### config.mk
export PLATFORM = sky130hd
export DESIGN_NAME = text_encoding_detector
export DESIGN_NICKNAME = d
export VERILOG_FILES = /design/src/design/ted_pkg.sv /design/src/design/ted_in_reg.sv /design/src/design/ted_core.sv /design/src/design/ted_out_reg.sv /design/src/design/text_encoding_detector.sv
export SDC_FILE = /design/constraint.sdc
export NUM_CORES = 1
export LEC_CHECK = 0
export ABC_AREA = 1
export BUFFER_PORTS_ARGS = -buffer_cell sky130_fd_sc_hd__buf_2
export CAP_MARGIN = 20
export CORE_AREA = 2 2 74 76
export DETAILED_ROUTE_END_ITERATION = 12
export DIE_AREA = 0 0 76 78
export GPL_TIMING_DRIVEN = 0
export PLACE_DENSITY = 0.6
export SLEW_MARGIN = 20
export SYNTH_ARGS = -nofsm -noshare
export SYNTH_HDL_FRONTEND = slang
export SYNTH_SLANG_ARGS = --single-unit
### constraint.sdc
create_clock -name aclk -period 2.6 [get_ports aclk]
set_clock_uncertainty 0.2 [all_clocks]
set_input_delay 0.52 -clock aclk [delete_from_list [all_inputs] [get_ports aclk]]
set_output_delay 0.52 -clock aclk [all_outputs]
set_load 0.005 [all_outputs]
### src/design/ted_pkg.sv
`default_nettype none

package ted_pkg;

    // Detected encoding codes
    typedef enum logic [2:0] {
        KIND_ANSI     = 3'd0,
        KIND_UTF8     = 3'd1,
        KIND_UTF8_BOM = 3'd2,
        KIND_UTF16_LE = 3'd3,
        KIND_UTF16_BE = 3'd4
    } kind_t;

    // Byte order mark bytes
    localparam logic [7:0] BYTE_EF = 8'hEF;
    localparam logic [7:0] BYTE_BB = 8'hBB;
    localparam logic [7:0] BYTE_BF = 8'hBF;
    localparam logic [7:0] BYTE_FF = 8'hFF;
    localparam logic [7:0] BYTE_FE = 8'hFE;

    // Header patterns as seen in the two-byte header register
    localparam logic [15:0] HDR_UTF16_LE = {BYTE_FF, BYTE_FE};
    localparam logic [15:0] HDR_UTF16_BE = {BYTE_FE, BYTE_FF};
    localparam logic [15:0] HDR_UTF8_BOM = {BYTE_EF, BYTE_BB};

    // UTF-8 lead byte class limits
    localparam logic [7:0] LEAD_80 = 8'h80;
    localparam logic [7:0] LEAD_C0 = 8'hC0;
    localparam logic [7:0] LEAD_E0 = 8'hE0;
    localparam logic [7:0] LEAD_F0 = 8'hF0;

    // Continuation byte mask and pattern
    localparam logic [7:0] CONT_MASK = 8'hC0;
    localparam logic [7:0] CONT_BITS = 8'h80;

    // Registered input word handed to the detector core
    typedef struct packed {
        logic       valid;
        logic [7:0] data_byte;
        logic       last_byte;
    } in_word_t;

    // Result handed from the core to the output register
    typedef struct packed {
        logic  valid;
        kind_t kind;
    } result_t;

endpackage

`default_nettype wire

### src/design/ted_in_reg.sv
`default_nettype none

module ted_in_reg (
    input  wire logic             aclk,
    input  wire logic             aresetn,
    input  wire logic             s_tvalid,
    output logic                  s_tready,
    input  wire logic [7:0]       s_tdata,
    input  wire logic             s_tlast,
    input  wire logic             take,
    output ted_pkg::in_word_t     word
);
    import ted_pkg::*;

    logic       valid_reg;
    logic [7:0] data_reg;
    logic       last_reg;

    // Accept when empty or when the held word leaves this cycle
    assign s_tready = !valid_reg || take;

    // Hold the accepted word until the core takes it
    always_ff @(posedge aclk) begin
        if (!aresetn) begin
            valid_reg <= 1'b0;
        end else if (s_tvalid && s_tready) begin
            valid_reg <= 1'b1;
        end else if (take) begin
            valid_reg <= 1'b0;
        end
    end

    always_ff @(posedge aclk) begin
        if (s_tvalid && s_tready) begin
            data_reg <= s_tdata;
            last_reg <= s_tlast;
        end
    end

    assign word.valid     = valid_reg;
    assign word.data_byte = data_reg;
    assign word.last_byte = last_reg;

endmodule

`default_nettype wire

### src/design/ted_core.sv
`default_nettype none

module ted_core (
    input  wire logic              aclk,
    input  wire logic              aresetn,
    input  wire ted_pkg::in_word_t word,
    input  wire logic              out_free,
    output logic                   take,
    output ted_pkg::result_t       result
);
    import ted_pkg::*;

    logic [1:0]  pos_reg,  pos_next;
    logic [15:0] hdr_reg,  hdr_next;
    logic [1:0]  cont_reg, cont_next;
    logic        bad_reg,  bad_next;
    logic        fail_reg, fail_next;
    logic [7:0]  b;
    kind_t       kind;

    assign b = word.data_byte;

    // A final word needs room in the output register; others always pass
    assign take = word.valid && (!word.last_byte || out_free);

    // Update header, validator and encoding decision for one byte
    always_comb begin
        pos_next  = pos_reg;
        hdr_next  = hdr_reg;
        cont_next = cont_reg;
        bad_next  = bad_reg;
        fail_next = fail_reg;

        // Capture the first two bytes; drop a broken UTF-8 mark on the third
        case (pos_reg)
            2'd0: hdr_next = {b, 8'h00};
            2'd1: hdr_next = {hdr_reg[15:8], b};
            2'd2: begin
                if (hdr_reg == HDR_UTF8_BOM && b != BYTE_BF) begin
                    hdr_next = 16'h0000;
                end
            end
            default: hdr_next = hdr_reg;
        endcase
        if (pos_reg != 2'd3) begin
            pos_next = pos_reg + 2'd1;
        end

        // UTF-8 validator, frozen once it has failed
        if (!fail_reg) begin
            if (cont_reg != 2'd0) begin
                bad_next  = bad_reg || ((b & CONT_MASK) != CONT_BITS);
                cont_next = cont_reg - 2'd1;
                if (cont_next == 2'd0 && bad_next) begin
                    fail_next = 1'b1;
                end
            end else begin
                bad_next = 1'b0;
                if (b < LEAD_80) begin
                    cont_next = 2'd0;
                end else if (b < LEAD_C0) begin
                    fail_next = 1'b1;
                end else if (b < LEAD_E0) begin
                    cont_next = 2'd1;
                end else if (b < LEAD_F0) begin
                    cont_next = 2'd2;
                end else begin
                    fail_next = 1'b1;
                end
            end
        end

        // Marks take priority in the fixed order, then the validator verdict
        if (pos_next >= 2'd2 && hdr_next == HDR_UTF16_LE) begin
            kind = KIND_UTF16_LE;
        end else if (pos_next >= 2'd2 && hdr_next == HDR_UTF16_BE) begin
            kind = KIND_UTF16_BE;
        end else if (pos_next == 2'd3 && hdr_next == HDR_UTF8_BOM) begin
            kind = KIND_UTF8_BOM;
        end else if (!fail_next) begin
            kind = KIND_UTF8;
        end else begin
            kind = KIND_ANSI;
        end
    end

    // Advance per byte; clear everything after the final byte of a file
    always_ff @(posedge aclk) begin
        if (!aresetn) begin
            pos_reg  <= 2'd0;
            hdr_reg  <= 16'h0000;
            cont_reg <= 2'd0;
            bad_reg  <= 1'b0;
            fail_reg <= 1'b0;
        end else if (take) begin
            if (word.last_byte) begin
                pos_reg  <= 2'd0;
                hdr_reg  <= 16'h0000;
                cont_reg <= 2'd0;
                bad_reg  <= 1'b0;
                fail_reg <= 1'b0;
            end else begin
                pos_reg  <= pos_next;
                hdr_reg  <= hdr_next;
                cont_reg <= cont_next;
                bad_reg  <= bad_next;
                fail_reg <= fail_next;
            end
        end
    end

    assign result.valid = take && word.last_byte;
    assign result.kind  = kind;

endmodule

`default_nettype wire

### src/design/ted_out_reg.sv
`default_nettype none

module ted_out_reg (
    input  wire logic             aclk,
    input  wire logic             aresetn,
    input  wire ted_pkg::result_t result,
    output logic                  out_free,
    output logic                  m_tvalid,
    input  wire logic             m_tready,
    output logic [7:0]            m_tdata
);
    import ted_pkg::*;

    logic  valid_reg;
    kind_t kind_reg;

    assign out_free = !valid_reg || m_tready;

    // Hold the result word until the sink takes it
    always_ff @(posedge aclk) begin
        if (!aresetn) begin
            valid_reg <= 1'b0;
        end else if (result.valid) begin
            valid_reg <= 1'b1;
        end else if (m_tready) begin
            valid_reg <= 1'b0;
        end
    end

    always_ff @(posedge aclk) begin
        if (result.valid) begin
            kind_reg <= result.kind;
        end
    end

    assign m_tvalid = valid_reg;
    assign m_tdata  = {5'b00000, kind_reg};

endmodule

`default_nettype wire

### src/design/text_encoding_detector.sv
// Text encoding detector: one file byte per word, encoding code on the final byte.
// The final byte passes the input register, then the result register, before m_tvalid.
// Throughput: one byte per cycle while the result register can take a final byte; the per-byte state update is a single
// registered step between the input register and the result register.
// Reset: synchronous, active low; clears the detector state and both valid flags.
`default_nettype none

module text_encoding_detector (
    input  wire logic       aclk,
    input  wire logic       aresetn,
    input  wire logic       s_tvalid,
    output logic            s_tready,
    input  wire logic [7:0] s_tdata,   // [7:0] data_byte
    input  wire logic       s_tlast,   // last_byte
    output logic            m_tvalid,
    input  wire logic       m_tready,
    output logic [7:0]      m_tdata    // [2:0] encoding_kind, [7:3] zero
);
    import ted_pkg::*;

    in_word_t word;
    result_t  result;
    logic     take;
    logic     out_free;

    ted_in_reg u_in_reg (
        .aclk     (aclk),
        .aresetn  (aresetn),
        .s_tvalid (s_tvalid),
        .s_tready (s_tready),
        .s_tdata  (s_tdata),
        .s_tlast  (s_tlast),
        .take     (take),
        .word     (word)
    );

    ted_core u_core (
        .aclk     (aclk),
        .aresetn  (aresetn),
        .word     (word),
        .out_free (out_free),
        .take     (take),
        .result   (result)
    );

    ted_out_reg u_out_reg (
        .aclk     (aclk),
        .aresetn  (aresetn),
        .result   (result),
        .out_free (out_free),
        .m_tvalid (m_tvalid),
        .m_tready (m_tready),
        .m_tdata  (m_tdata)
    );

endmodule

`default_nettype wire

==> results of run 1 <==
[placed cells by master (no fill, tap or decap), drive strengths merged, types with 2 or more instances in the layout]
master	count
edfxtp	12
nand3b	3
nor2	22
o21ai	5
o211ai	2
clkbuf	11
buf	26
a211oi	3
nand3	18
inv	34
nand4	2
nand2	104
a21oi	27
conb	5
dfxtp	24
[final timing paths]
kind,endpoint,slack [ps]
hold reg to reg,u_core.bad_reg,270
setup / recovery,u_out_reg.kind_reg[0],390
setup reg to reg,u_out_reg.kind_reg[0],390
hold / removal,u_in_reg.last_reg,200
[metal layers]
metal / part of all wire, % / global-route usage (%)
met2: 45 / 24.20
met5: 0 / 0
met4: 2.4 / 7.273
met3: 4.0 / 3.605
met1: 48 / 19.93
[power by group]
part / internal [uW] / switching (uW) / leakage (uW) / total (uW)
registers: 602 / 16.2 / 0.000311 / 618
logic: 41.9 / 76.3 / 0.000613 / 118
clock network: 212 / 190 / 0.0000459 / 402
total: 856 / 283 / 0.000969 / 1140
[cells by family (layout without fill, tap and decap cells)]
family,count (synthesis),in the layout,share of synthesized area (%)
other,1,5,0.1880
buffers and inverters,47,72,10.79
flip-flops,36,36,42.16
AO/OA/AOI/OAI,39,39,10.85
AND/OR/NAND/NOR,151,151,36.01
[metrics by stage]
stage	setup slack [ps]	power, uW	instances	hold WS, ps
detailed placement	381.4	748.4	365	261.1
global route	179.9	1202	373	184.0
finish	389.0	1139	373	203.6
global placement	402.6	747.1	365	255.1
CTS	364.5	1149	373	198.5
floorplan	674.8	712.4	278	239.3
[critical path: cells and delay by family, from the launching register on]
family | cells | cell delay, ps
and+or+nand+nor | 11 | 900
AOI/OAI and AO/OA | 1 | 160
DFF | 1 | 490
buffers and inverters | 2 | 200
[synthesized netlist by cell type (all sizes together)]
cell / n
a211oi: 3
a21oi: 27
a31oi: 1
and3b: 1
buf: 9
clkbuf: 4
conb: 1
dfxtp: 24
edfxtp: 12
inv: 34
nand2: 104
nand3: 18
nand3b: 3
nand4: 2
nor2: 22
o2111ai: 1
o211ai: 2
o21ai: 5
or2: 1
[layout make-up]
cell class              instances  area, sq um  area share (%)
flip-flops and latches         36        840.8           37.00
multi-input cells             195        953.4           41.96
clock inverters                 1        3.754          0.1652
plain buffers                  13        87.58           3.855
well taps                      70        87.58           3.855
repair buffers                 17        85.08           3.744
inverters                      34        127.6           5.617
clock buffers                   7        86.33           3.800
==> flow_summary_export.csv, run 1 <==
group,metric,value,unit
outcome,status,"finished, final reports clean",
sta,fmax,452.3,MHz
setup_path,cp.arrival,2050,ps
setup_path,crit-reg2reg-launch,"u_in_reg.data_reg[7]",
setup_path,cpPeakStageDelay,490,ps
layout,postLayoutCellArea,2272,sq um
floorplan,die-area,5928,sq um
sta,slew_violations,0,
detailed_routing,ant_nets,0,
layout,drive_gt1_share,23.10,%
setup_path,reg2reg_depth,14,
synthesis,synth_top_area_share,24.09,%
cts,clock_sinks,36,
min_path,hp-start,"s_tlast",
floorplan,std_cell_rows,26,
global_routing,grt_max_degree,12,
setup_path,worstPathCellList,"inv_2 -> nor2_2 -> nand2_1 -> nor2_2 -> nor2_2 -> nand2_4 -> buf_12 -> nand3_4 -> a21oi_2 -> nand2_1 -> nor2_1 -> nand2_1 -> nand3_2 -> nand2_1",
cts,clk_latency,280,ps
synthesis,yosys.cell_types.count,29,
detailed_routing,dr.pass1.iters,4,
placed_design,place_area,2182,sq um
synthesis,syn_inst,274,
sta,setup_viol,0,
synthesis,synth_seq_area_share,42.16,%
floorplan,io_pins,23,
pwr,irDropWorstVdd,0.2514,mV
setup_path,cp-startpoint,"u_in_reg.data_reg[7]",
cts,htree_num_levels,2,
global_routing,antenna_found_initial,0,
layout,final_util,45.06,%
synthesis,synth.avg_cell_area,7.279,sq um
sta,hold_violations,0,
floorplan,core,5042,sq um
sta,setup_tns,0,ps
setup_path,cp_common_cell,"nand2_1",
floorplan,start_util,39.55,%
detailed_routing,vias_per_cell,4.625,
cts,cts_root_buf,"clkbuf_8",
global_routing,grt_pass1_wl,7231,um
sta,period_minus_slack,2211,ps
sta,worstMarginPinSlew,611.8,ps
cts,path_clk_slew,70,ps
cts,cts_buffers,5,
layout,final_nets,315,
sta,rsz0062_at_grt,"false",
detailed_routing,dr.first_iter.drc_count,98,
setup_path,required,2440,ps
synthesis,synth_area_leader_cell,"dfxtp_1",
sta,slew_headroom,59.06,%
pwr,p_leak,0.0009692,uW
setup_path,cp_max_fo,10,
min_path,hold_depth,1,
layout,area_delta_synth_final,13.93,%
layout,fillCellCount,532,
setup_path,slowest_stage,"edfxtp_1",
synthesis,syn_area,1994,sq um
cts,clockBufferDepth,2,
global_routing,grt_pass1_vias,1616,
cts,cts_setup_buffers,0,
run,timing.max_cap.violations,0,
global_routing,gr-total-overflow,0,
detailed_routing,drc_errors,0,
detailed_routing,drt_wl_total,4218,um
min_path,hp-class,"input pin to flop",
synthesis,ys_warn_count,0,
floorplan,fp.dieH,78,um
layout,antenna_cells,0,
floorplan,die_w,76,um
pwr,pwr_density_cell,501.1,nW/um^2
cts,cts_tree,"done",
placed_design,dpl.hpwl,3279,um
setup_path,start_kind,"flop",
layout,largest_reg_flops,16,
global_routing,track_usage,15.35,%
sta,min_period_over_period,85.04,%
cts,cts_resized,0,
placed_design,place_congestion,0.8479,
detailed_routing,wire_per_inst,11.31,um
cts,cts_hold_buf,0,
placed_design,portBuffers,17,
synthesis,synth_area_leaders,"dfxtp_1, edfxtp_1, nand2_1",
setup_path,critPathCaptureType,"flop",
setup_path,worstSetupPathType,"flop to flop",
synthesis,synth-seq-cells,36,
detailed_routing,vias,1725,
No activity file was read; power rests on OpenSTA's default activity.
==> inputs of run 2 (changes only) <==
- PLACE_DENSITY: 0.6 -> 0.62
- clock period: 2.6 -> 1.85 ns (I/O delays scaled with it)
==> run 2 against run 1 <==
The run now ends with negative setup slack left. Highest routed layer unchanged. Total power grew 42%. Fmax grew 3.9%. Combinational power grew 82%. Flip-flop and latch count is the same. First-iteration DRC count shrank 4.1%. Setup slack lost 670 ps. Hold slack lost 150 ps. Non-clock buffer count grew 19. Critical path depth shrank 1. Clock power grew 33%. Global-route usage grew 1.1 points.
==> flow_summary_export.csv, run 2 (synthesized netlist as in run 1, its figures left out) <==
group,metric,value,unit
outcome,status,"finished with violations",
outcome,violations,"negative setup slack",
layout,mostFrequentLayoutCells,"nand2_1, inv_1, a21oi_1, buf_4, nand2_2",
global_routing,grt_pass1_wl,7838,um
placed_design,place_congestion,0.8628,
detailed_routing,vias_per_cell,4.763,
detailed_routing,dr.pass1.iters,4,
setup_path,slowest_stage,"edfxtp_1",
floorplan,die_w,76,um
sta,hold_violations,0,
layout,final_util,50.99,%
placed_design,dpl.hpwl,3221,um
detailed_routing,vias,1867,
global_routing,grt_max_degree,12,
detailed_routing,drt_wl_total,4857,um
global_routing,antenna_found_initial,0,
floorplan,io_pins,23,
run,timing.max_cap.violations,0,
setup_path,cp-startpoint,"u_in_reg.data_reg[6]",
sta,slew_violations,0,
placed_design,portBuffers,17,
layout,largest_reg_flops,16,
detailed_routing,wire_per_inst,12.39,um
layout,stdcell_count,392,
setup_path,critPathCaptureType,"flop",
min_path,hp-start,"s_tdata[5]",
detailed_routing,ant_nets,0,
pwr,irDropWorstVdd,0.3948,mV
floorplan,std_cell_rows,26,
cts,cts_buffers,5,
floorplan,die-area,5928,sq um
cts,clk_latency,290,ps
setup_path,cpPeakStageDelay,450,ps
cts,path_clk_slew,70,ps
sta,worstMarginPinSlew,528.8,ps
setup_path,crit-reg2reg-launch,"u_in_reg.data_reg[6]",
layout,area_delta_synth_final,28.92,%
sta,fmax,469.8,MHz
pwr,p_leak,0.001105,uW
sta,layout_setup_ws,-278.4,ps
global_routing,gr-total-overflow,0,
cts,cts_root_buf,"clkbuf_8",
layout,layout_commonest_cell,"nand2_1",
global_routing,grt_pass1_vias,1727,
setup_path,worstPathCellList,"nor2_4 -> nand2_2 -> nor2_2 -> nor2_2 -> nand2_4 -> clkbuf_16 -> nand3_2 -> nand2_1 -> nand3_2 -> nor2_4 -> nand2_2 -> nand3_2 -> nand2_1",
global_routing,track_usage,16.50,%
cts,cts_tree,"done",
cts,cts_hold_buf,0,
min_path,hp-class,"input pin to flop",
setup_path,cp_num_buf_inv,1,
floorplan,core,5042,sq um
sta,period_minus_slack,2128,ps
floorplan,start_util,39.55,%
setup_path,critPathTopFamily,"simple AND/OR/NAND/NOR gates",
cts,clock_sinks,36,
setup_path,required,1700,ps
setup_path,cp_max_fo,5,
placed_design,dp_cells,365,
setup_path,cp_common_cell,"nand3_2",
sta,setup_viol,3,
detailed_routing,dr.first_iter.drc_count,94,
cts,htree_num_levels,2,
layout,drive_gt1_share,38.51,%
setup_path,cp.arrival,1980,ps
setup_path,start_kind,"flop",
sta,rsz0062_at_grt,"true",
detailed_routing,drc_errors,0,
sta,min_period_over_period,115.1,%
layout,antenna_cells,0,
sta,slew_headroom,64.75,%
cts,clockBufferDepth,2,
floorplan,fp.dieH,78,um
pwr,pwr_density_cell,628.7,nW/um^2
layout,final_nets,334,
setup_path,worstSetupPathType,"flop to flop",
## run 2: changes by cell type in the layout (fill, tap and decap cells not counted), moves of 4 or more
cell     before  now
nor2_4        0    4
nand2_1      95   83
nor2_1       14    7
buf_6         0    4
nand2_2       8   19
dfxtp_1      24   17
dfxtp_2       0    6
buf_4         5   22
## run 2: layer usage
metal | global-route usage (%) | part of all wire (%) | vias up
li1 | - | - | 955
met2 | 27.50 | 49 | 56
met5 | 0 | 0 | -
met1 | 21.27 | 44 | 849
met3 | 3.605 | 5.6 | 7
met4 | 5.636 | 1.5 | 0
## run 2: worst paths after layout
| check | end | slack (ps) | cells after the start |
|---|---|---|---|
| worst max-delay path | u_out_reg.kind_reg[0] | -280 | 13 |
| worst min-delay path | u_in_reg.data_reg[5] | 50 | 1 |
| worst max register to register | u_out_reg.kind_reg[0] | -280 | 13 |
| worst min register to register | u_core.bad_reg | 270 | 2 |
## run 2: final cells by class
class	count	area (sq um)
Fill cell	486	2471
Multi-Input combinational cell	195	1060
Sequential cell	36	852.1
Timing Repair Buffer	37	264.0
Inverter	34	127.6
Buffer	12	98.84
Tap cell	70	87.58
Clock buffer	7	76.32
Clock inverter	1	5.005
## run 2: report_power, final
group / internal, uW / switching, uW
sequential: 846 / 22.2
combinational: 88.7 / 126
clock: 264 / 269
total: 1200 / 418
## run 2: per-stage QoR
stage,total power (uW),cell area [sq um],setup slack (ps),setup TNS (ps),hold WS (ps)
after detailed placement,1051,2182,-349.3,-2436,260.2
final,1616,2571,-278.4,-693.5,54.10
after global placement,1049,2182,-345.8,-2187,255.4
after CTS,1601,2396,-205.6,-503.4,43.93
after global routing,1707,2571,-382.4,-1003,37.90
after floorplan,1001,2009,-75.25,-75.25,239.3
## run 2: repair_timing
action,4_1_cts,5_1_grt
setup buffers,12,8
endpoints found under the setup margin,13,21
resized for setup,19,32
pin swaps,3,11
cloned,0,1
endpoints found under the hold margin,0,0
